--- src/design/udec_pkg.sv ---
package udec_pkg;

    localparam int TEXT_W      = 8;
    localparam int CP_W        = 21;
    localparam int LEN_W       = 3;
    localparam int WIN_DEPTH   = 4;
    localparam int WIN_IDX_W   = 2;
    localparam int CNT_W       = 3;
    localparam int QUEUE_DEPTH = 2;

    localparam logic [CP_W-1:0] REPLACEMENT_CP = 21'h00FFFD;

    typedef struct packed {
        logic [TEXT_W-1:0] data;
        logic [LEN_W-1:0]  lead_len;
        logic              is_cont;
        logic              last;
    } udec_item_t;

    typedef struct packed {
        logic [TEXT_W-1:0] data;
        logic [LEN_W-1:0]  lead_len;
        logic              is_cont;
    } udec_slot_t;

    typedef enum logic {
        BK_IDLE,
        BK_RUN
    } udec_back_state_t;

    function automatic logic [LEN_W-1:0] lead_len_of(input logic [TEXT_W-1:0] b);
        logic [LEN_W-1:0] len;
        len = 3'd0;
        if (b[7] == 1'b0) begin
            len = 3'd1;
        end else if (b[7:5] == 3'b110) begin
            len = 3'd2;
        end else if (b[7:4] == 4'b1110) begin
            len = 3'd3;
        end else if (b[7:3] == 5'b11110) begin
            len = 3'd4;
        end
        return len;
    endfunction

endpackage

--- src/design/udec_front.sv ---
module udec_front
    import udec_pkg::*;
#(
    parameter int QueueDepth = QUEUE_DEPTH
) (
    input  logic              aclk,
    input  logic              aresetn,
    input  logic              s_valid,
    output logic              s_ready,
    input  logic [TEXT_W-1:0] s_text_byte,
    input  logic              s_final_byte,
    output logic              q_valid,
    output udec_item_t        q_item,
    input  logic              q_pop
);

    localparam int PTR_W   = (QueueDepth > 1) ? $clog2(QueueDepth) : 1;
    localparam int COUNT_W = $clog2(QueueDepth + 1);

    udec_item_t         queue_mem [QueueDepth];
    logic [PTR_W-1:0]   wr_ptr_reg, wr_ptr_next;
    logic [PTR_W-1:0]   rd_ptr_reg, rd_ptr_next;
    logic [COUNT_W-1:0] count_reg, count_next;
    logic               push;
    logic               pop;
    udec_item_t         in_item;

    // classify each byte as it arrives
    always_comb begin
        in_item.data     = s_text_byte;
        in_item.lead_len = lead_len_of(s_text_byte);
        in_item.is_cont  = (s_text_byte[7:6] == 2'b10);
        in_item.last     = s_final_byte;
    end

    assign s_ready = (count_reg != COUNT_W'(QueueDepth));
    assign push    = s_valid && s_ready;
    assign q_valid = (count_reg != '0);
    assign pop     = q_pop && q_valid;
    assign q_item  = queue_mem[rd_ptr_reg];

    always_comb begin
        wr_ptr_next = wr_ptr_reg;
        rd_ptr_next = rd_ptr_reg;
        count_next  = count_reg;
        if (push) begin
            wr_ptr_next = (wr_ptr_reg == PTR_W'(QueueDepth - 1)) ? '0 : wr_ptr_reg + 1'b1;
        end
        if (pop) begin
            rd_ptr_next = (rd_ptr_reg == PTR_W'(QueueDepth - 1)) ? '0 : rd_ptr_reg + 1'b1;
        end
        if (push && !pop) begin
            count_next = count_reg + 1'b1;
        end else if (pop && !push) begin
            count_next = count_reg - 1'b1;
        end
    end

    always_ff @(posedge aclk) begin
        if (!aresetn) begin
            wr_ptr_reg <= '0;
            rd_ptr_reg <= '0;
            count_reg  <= '0;
        end else begin
            wr_ptr_reg <= wr_ptr_next;
            rd_ptr_reg <= rd_ptr_next;
            count_reg  <= count_next;
        end
    end

    always_ff @(posedge aclk) begin
        if (push) begin
            queue_mem[wr_ptr_reg] <= in_item;
        end
    end

endmodule

--- src/design/udec_back.sv ---
module udec_back
    import udec_pkg::*;
(
    input  logic            aclk,
    input  logic            aresetn,
    input  logic            q_valid,
    input  udec_item_t      q_item,
    output logic            q_pop,
    output logic            m_valid,
    input  logic            m_ready,
    output logic [CP_W-1:0] m_code_point,
    output logic            m_run_last,
    output logic            m_text_done
);

    udec_back_state_t  state_reg, state_next;
    udec_slot_t        win_reg [WIN_DEPTH];
    udec_slot_t        win_next [WIN_DEPTH];
    logic [CNT_W-1:0]  cnt_reg, cnt_next;
    logic              fin_reg, fin_next;
    logic              m_valid_reg, m_valid_next;
    logic [CP_W-1:0]   cp_reg, cp_next;
    logic              run_last_reg, run_last_next;
    logic              text_done_reg, text_done_next;

    logic [LEN_W-1:0]  len0;
    logic              seq_short;
    logic              bad_cont;
    logic              replace;
    logic [CNT_W-1:0]  step;
    logic [CNT_W-1:0]  cnt_after;
    logic [LEN_W-1:0]  next_len;
    logic              last_emit;
    logic              out_free;
    logic [CP_W-1:0]   cp_calc;
    logic [CNT_W-1:0]  src_idx [WIN_DEPTH];

    always_comb begin
        len0      = win_reg[0].lead_len;
        seq_short = (CNT_W'(len0) > cnt_reg);
        bad_cont  = ((len0 >= 3'd2) && !win_reg[1].is_cont)
                 || ((len0 >= 3'd3) && !win_reg[2].is_cont)
                 || ((len0 == 3'd4) && !win_reg[3].is_cont);
        replace   = (len0 == 3'd0) || bad_cont || seq_short;
        step      = ((len0 == 3'd0) || bad_cont) ? CNT_W'(1) : CNT_W'(len0);
        cnt_after = cnt_reg - step;
        next_len  = win_reg[step[WIN_IDX_W-1:0]].lead_len;
        // result is the last of this byte if nothing more can be emitted
        last_emit = seq_short || (cnt_after == '0)
                 || (!fin_reg && (CNT_W'(next_len) > cnt_after));
        out_free  = !m_valid_reg || m_ready;
    end

    always_comb begin
        case (len0)
            3'd1: cp_calc = {13'd0, win_reg[0].data};
            3'd2: cp_calc = {10'd0, win_reg[0].data[4:0], win_reg[1].data[5:0]};
            3'd3: cp_calc = {5'd0, win_reg[0].data[3:0], win_reg[1].data[5:0],
                             win_reg[2].data[5:0]};
            3'd4: cp_calc = {win_reg[0].data[2:0], win_reg[1].data[5:0],
                             win_reg[2].data[5:0], win_reg[3].data[5:0]};
            default: cp_calc = REPLACEMENT_CP;
        endcase
    end

    always_comb begin
        state_next     = state_reg;
        win_next       = win_reg;
        cnt_next       = cnt_reg;
        fin_next       = fin_reg;
        m_valid_next   = m_valid_reg && !m_ready;
        cp_next        = cp_reg;
        run_last_next  = run_last_reg;
        text_done_next = text_done_reg;
        q_pop          = 1'b0;
        for (int k = 0; k < WIN_DEPTH; k++) begin
            src_idx[k] = CNT_W'(k) + step;
        end

        case (state_reg)
            BK_IDLE: begin
                if (q_valid) begin
                    q_pop                                 = 1'b1;
                    win_next[cnt_reg[WIN_IDX_W-1:0]].data     = q_item.data;
                    win_next[cnt_reg[WIN_IDX_W-1:0]].lead_len = q_item.lead_len;
                    win_next[cnt_reg[WIN_IDX_W-1:0]].is_cont  = q_item.is_cont;
                    cnt_next                              = cnt_reg + 1'b1;
                    fin_next                              = q_item.last;
                    state_next                            = BK_RUN;
                end
            end
            BK_RUN: begin
                if (seq_short && !fin_reg) begin
                    // sequence still incomplete: keep bytes held
                    state_next = BK_IDLE;
                end else if (out_free) begin
                    m_valid_next   = 1'b1;
                    cp_next        = replace ? REPLACEMENT_CP : cp_calc;
                    run_last_next  = last_emit;
                    text_done_next = last_emit && fin_reg;
                    if (seq_short) begin
                        cnt_next = '0;
                    end else begin
                        for (int k = 0; k < WIN_DEPTH; k++) begin
                            if (src_idx[k] < CNT_W'(WIN_DEPTH)) begin
                                win_next[k] = win_reg[src_idx[k][WIN_IDX_W-1:0]];
                            end else begin
                                win_next[k] = '0;
                            end
                        end
                        cnt_next = cnt_after;
                    end
                    if (last_emit) begin
                        state_next = BK_IDLE;
                        if (fin_reg) begin
                            cnt_next = '0;
                        end
                    end
                end
            end
            default: begin
                state_next = BK_IDLE;
            end
        endcase
    end

    always_ff @(posedge aclk) begin
        if (!aresetn) begin
            state_reg   <= BK_IDLE;
            cnt_reg     <= '0;
            fin_reg     <= 1'b0;
            m_valid_reg <= 1'b0;
        end else begin
            state_reg   <= state_next;
            cnt_reg     <= cnt_next;
            fin_reg     <= fin_next;
            m_valid_reg <= m_valid_next;
        end
    end

    always_ff @(posedge aclk) begin
        win_reg       <= win_next;
        cp_reg        <= cp_next;
        run_last_reg  <= run_last_next;
        text_done_reg <= text_done_next;
    end

    assign m_valid      = m_valid_reg;
    assign m_code_point = cp_reg;
    assign m_run_last   = run_last_reg;
    assign m_text_done  = text_done_reg;

endmodule

--- src/design/utf8_codepoint_decoder.sv ---
// channel   direction  payload                                   handshake
// s_        in         s_text_byte[7:0], s_final_byte            s_valid / s_ready
// m_        out        m_code_point[20:0], m_run_last, m_text_done  m_valid / m_ready
//
// bytes enter a small queue at up to one per cycle while it has room
// the decode side loads a byte in its idle state, then emits its code points from the run state,
// one per cycle while the output register is free, and returns to idle to load the next byte
// a byte that only extends a held sequence gives no transaction
// m_ stalls hold the output register and the decode side; the queue keeps taking bytes while it has room
// reset (aresetn low, synchronous) empties the queue and drops any held bytes
module utf8_codepoint_decoder
    import udec_pkg::*;
#(
    parameter int QueueDepth = QUEUE_DEPTH
) (
    input  logic              aclk,
    input  logic              aresetn,
    input  logic              s_valid,
    output logic              s_ready,
    input  logic [TEXT_W-1:0] s_text_byte,
    input  logic              s_final_byte,
    output logic              m_valid,
    input  logic              m_ready,
    output logic [CP_W-1:0]   m_code_point,
    output logic              m_run_last,
    output logic              m_text_done
);

    logic       q_valid;
    logic       q_pop;
    udec_item_t q_item;

    udec_front #(
        .QueueDepth (QueueDepth)
    ) u_front (
        .aclk         (aclk),
        .aresetn      (aresetn),
        .s_valid      (s_valid),
        .s_ready      (s_ready),
        .s_text_byte  (s_text_byte),
        .s_final_byte (s_final_byte),
        .q_valid      (q_valid),
        .q_item       (q_item),
        .q_pop        (q_pop)
    );

    udec_back u_back (
        .aclk         (aclk),
        .aresetn      (aresetn),
        .q_valid      (q_valid),
        .q_item       (q_item),
        .q_pop        (q_pop),
        .m_valid      (m_valid),
        .m_ready      (m_ready),
        .m_code_point (m_code_point),
        .m_run_last   (m_run_last),
        .m_text_done  (m_text_done)
    );

endmodule

--- config.mk ---
export PLATFORM = sky130hd
export DESIGN_NAME = utf8_codepoint_decoder
export DESIGN_NICKNAME = d
export VERILOG_FILES = /design/src/design/udec_pkg.sv /design/src/design/udec_front.sv /design/src/design/udec_back.sv /design/src/design/utf8_codepoint_decoder.sv
export SDC_FILE = /design/constraint.sdc
export NUM_CORES = 1
export LEC_CHECK = 0
export BUFFER_PORTS_ARGS = -buffer_cell sky130_fd_sc_hd__buf_2
export CORE_MARGIN = 5
export CORE_UTILIZATION = 30
export CTS_BUF_LIST = sky130_fd_sc_hd__clkbuf_16
export CTS_CLUSTER_DIAMETER = 30
export CTS_CLUSTER_SIZE = 14
export DETAILED_ROUTE_END_ITERATION = 8
export PLACE_DENSITY = 0.54
export REMOVE_ABC_BUFFERS = 1
export SLEW_MARGIN = 20
export SYNTH_ARGS = -nofsm -noshare
export SYNTH_HDL_FRONTEND = slang
export SYNTH_SLANG_ARGS = --single-unit
--- constraint.sdc ---
create_clock -name aclk -period 3.5 [get_ports aclk]
set_input_delay 0.7 -clock aclk [delete_from_list [all_inputs] [get_ports aclk]]
set_output_delay 0.7 -clock aclk [all_outputs]
set_load 0.005 [all_outputs]
==> results.cfg <==
[global_route]
initial_antenna_violation_count = 0
global_route.overflow_total = 0
globalRouteTotalUtil = 0.129
first_pass_grt_wire_length_mm = 23.7
grt_start_max_net_pins = 22
via_count_of_the_first_global_routing_pass = 4167

[synthesis]
async_reset_ff_frac = 0
synth-main-ff-cell = sky130_fd_sc_hd__edfxtp_1
synth.yosys.seq_area_share = 0.516
postSynthCellCount = 488
syn_area_um2 = 6080
synth.area.top_cells = sky130_fd_sc_hd__edfxtp_1 (48%), sky130_fd_sc_hd__mux2i_1 (9.4%), sky130_fd_sc_hd__dfxtp_1 (3.6%), sky130_fd_sc_hd__o2bb2ai_1 (3.5%), sky130_fd_sc_hd__mux4_2 (3.0%)
largest_family_of_logic_cells_by_synthesized_area = compound AO/OA/AOI/OAI gates
post_synth_top_cells = sky130_fd_sc_hd__edfxtp_1 (97), sky130_fd_sc_hd__mux2i_1 (57), sky130_fd_sc_hd__o21ai_0 (31)
compound_gate_fraction_of_synth_area = 0.175
postSynthRegisterBits = 108
synth_enable_flop_cells = 97
synth_cell_types = 57
synth_xor_xnor_area_share = 0.0124
yosys_warnings = 0
adder_and_majority_gate_portion_of_the_synthesized_area = 0.0321
synth_mux_area_frac = 0.148
synthMostInstantiatedCell = sky130_fd_sc_hd__edfxtp_1
synth.top_cell.area_share = 0.479
post_synth_and_or_nand_nor_area_fraction = 0.0760
yosys.area.top_type = sky130_fd_sc_hd__edfxtp_1
syn_avg_cell_area_um2 = 12.5

[critical_path]
timing.reg2reg.worst_path_depth = 9
critical_path_required_ns = 3.61
worst-r2r-setup-slack_ns = 0.30
buf_inv_stages_crit_path = 1
crit_end_category = flip-flop
timing.critical_path.from_type = flip-flop
crit_path_frequent_cell = sky130_fd_sc_hd__o21a_1
crit_arrival_ns = 3.31
timing_worst_setup_path_type = reg -> reg
timing.critical_path.max_delay_family = adder cells
timing.rr.end = u_back.m_run_last
critical_path.slowest_cell = sky130_fd_sc_hd__fa_1
path_max_fanout = 19
cp_cell_sequence = buf_4 -> o21bai_1 -> nand3_1 -> fa_1 -> xnor3_1 -> ha_1 -> o21a_1 -> o21a_1 -> a211o_1
critical_path.reg2reg.startpoint = u_back.len0[2]
critPathMaxStageDelay_ns = 0.55

[power]
seq_power_share = 0.370
irDropWorstVdd_uv = 246
power.density_cell_area_nw_per_um2 = 864
power.clock.fraction = 0.168
cellInternalPower_mw = 3.55
leakagePower_nw = 2.43
switching_power_summed_over_all_nets_mw = 2.37
power.share.combinational = 0.461
swShare = 0.401

[die]
rows = 52
die_w_um = 152
design.portCount = 38
die_h_um = 152
design.die.area_um2 = 23200
core_region_area_um2 = 20100
initial_utilization = 0.302

[worst_hold_path]
hold_path.class = reg -> reg
worstHoldPathCells = 2
hold_path_startpoint = u_front.rd_ptr_reg

[layout]
largest_register_ff_count = 45
drive_gt1_frac = 0.173
num-fill-cells = 1995
final_core_utilization = 0.341
area_growth_pct = 12.7
n_antenna_cell = 0
fin_nets = 549

[sta]
max_freq_ghz = 0.312
tightest_slew_ns = 0.901
slew_headroom = 0.399
final_min_period_over_clock_period = 0.914
fin_skew_ns = 0.0125
grt_setup_unrepaired = false
layout_min_cycle_time_ns = 3.20
hold_viol_final = 0
timing_max_transition_violations_final = 0
setup_violations = 0
fin_setup_tns_ns = 0

[drt]
number_of_vias_per_cell = 5.24
vias = 4172
remaining_drc_errors = 0
ant_nets = 0
routed_wl_mm = 15.1
detailedRoute.firstPassIterationCount = 5
route.detailed.wl_per_inst_um = 19.0
drtIter0Drc = 296

[clock_tree]
ctsHoldBuffers = 0
tritoncts = built
clock_tree.root_cell = sky130_fd_sc_hd__clkbuf_16
cts-root-to-sink-buffers = 2
cts_resized = 0
tritoncts_num_sinks = 108
cts_made_buffers = 9
htree_num_levels = 3
clk_pin_slew_ns = 0.08
cts_setup_buffers = 0
clock_latency_at_the_later_pin_of_the_worst_skew_pair_ns = 0.35

[placement]
dpl.hpwl_mm = 10.4
gp_congestion = 0.851
port_buffers = 37

[run_status]
run_status = complete, no violations

[run]
cap_viol_max_count = 0
[tightest hold or removal path, delay by kind of cell (launching register included)]
kind | cells | cell delay (ns)
xor gates and xnor gates | 1 | 0.08
DFF | 1 | 0.33
and+or+nand+nor | 1 | 0.07
[how the worst max path moves through the flow]
stage | startpoint | to | slack (ns) | cells after the start
3_3_place_gp | u_back.len0[2] | u_back.m_run_last | 0.38 | 11
3_5_place_dp | u_back.len0[2] | u_back.m_run_last | 0.31 | 9
5_1_grt | u_back.len0[2] | u_back.m_run_last | 0.11 | 9
4_1_cts | u_back.len0[2] | u_back.m_run_last | 0.29 | 9
6_report | u_back.len0[2] | u_back.m_run_last | 0.30 | 9
2_1_floorplan | u_back.len0[2] | u_back.m_run_last | 0.06 | 11
[power by group through the flow]
stage	logic (mW)	clock network, mW	registers, mW
after floorplan	1.86	0	2.19
after global placement	2.66	0	2.19
after detailed placement	2.71	0	2.21
after CTS	2.73	1.03	2.19
after global routing	2.99	1.08	2.24
final	2.73	0.995	2.19
[stage by stage]
step                power, mW  hold WS, ns  cells  setup WS [ns]  area [µm²]
finish                   5.92        0.513    796          0.300        6850
detailed placement       4.92        0.494    780          0.306        6560
floorplan                4.05        0.472    454         0.0565        5890
global route             6.32        0.516    796          0.109        6850
global placement         4.85        0.481    780          0.382        6560
CTS                      5.94        0.516    796          0.287        6850
[cells in the final DEF, fill, tap and decap left out, types with 5 or more instances in the layout]
| master | count |
|---|---|
| sky130_fd_sc_hd__a31oi_1 | 5 |
| sky130_fd_sc_hd__ha_1 | 14 |
| sky130_fd_sc_hd__mux4_2 | 8 |
| sky130_fd_sc_hd__nor2b_1 | 6 |
| sky130_fd_sc_hd__o211ai_1 | 8 |
| sky130_fd_sc_hd__nand2b_1 | 9 |
| sky130_fd_sc_hd__nor2_1 | 22 |
| sky130_fd_sc_hd__mux2i_1 | 57 |
| sky130_fd_sc_hd__inv_1 | 11 |
| sky130_fd_sc_hd__a21oi_1 | 13 |
| sky130_fd_sc_hd__o21a_1 | 9 |
| sky130_fd_sc_hd__nor3_1 | 7 |
| sky130_fd_sc_hd__nand2_1 | 18 |
| sky130_fd_sc_hd__clkbuf_16 | 9 |
| sky130_fd_sc_hd__buf_4 | 19 |
| sky130_fd_sc_hd__o21ai_0 | 31 |
| sky130_fd_sc_hd__dfxtp_1 | 11 |
| sky130_fd_sc_hd__and2_1 | 9 |
| sky130_fd_sc_hd__edfxtp_1 | 97 |
| sky130_fd_sc_hd__a22oi_1 | 9 |
| sky130_fd_sc_hd__o22a_1 | 18 |
| sky130_fd_sc_hd__buf_2 | 37 |
| sky130_fd_sc_hd__o2bb2ai_1 | 24 |
| sky130_fd_sc_hd__nand3_1 | 11 |
[routing by layer]
layer | share of wire | up-vias | GRT usage | wire length (µm)
met5 | 0 | - | 0 | 0
met4 | 0.011 | 0 | 0.0334 | 170
met3 | 0.060 | 13 | 0.0346 | 904
met2 | 0.48 | 128 | 0.212 | 7180
met1 | 0.45 | 2045 | 0.170 | 6850
li1 | - | 1986 | - | -
[area by class of cell]
| cell class | count | area [µm²] | area share |
|---|---|---|---|
| Sequential cell | 108 | 3130 | 0.457 |
| Multi-Input combinational cell | 333 | 2700 | 0.394 |
| Tap cell | 270 | 338 | 0.0493 |
| Timing Repair Buffer | 56 | 328 | 0.0478 |
| Clock buffer | 9 | 225 | 0.0329 |
| Clock inverter | 7 | 63.8 | 0.00931 |
| Inverter | 13 | 61.3 | 0.00895 |
[logic make-up after synthesis]
| logic type | Yosys count |
|---|---|
| compound gates | 147 |
| flops | 108 |
| simple gates | 91 |
| mux | 73 |
| buf+inv | 47 |
| fa+ha+maj | 15 |
| xor+xnor | 7 |
Note: power is estimated with default switching activity, not from simulation.
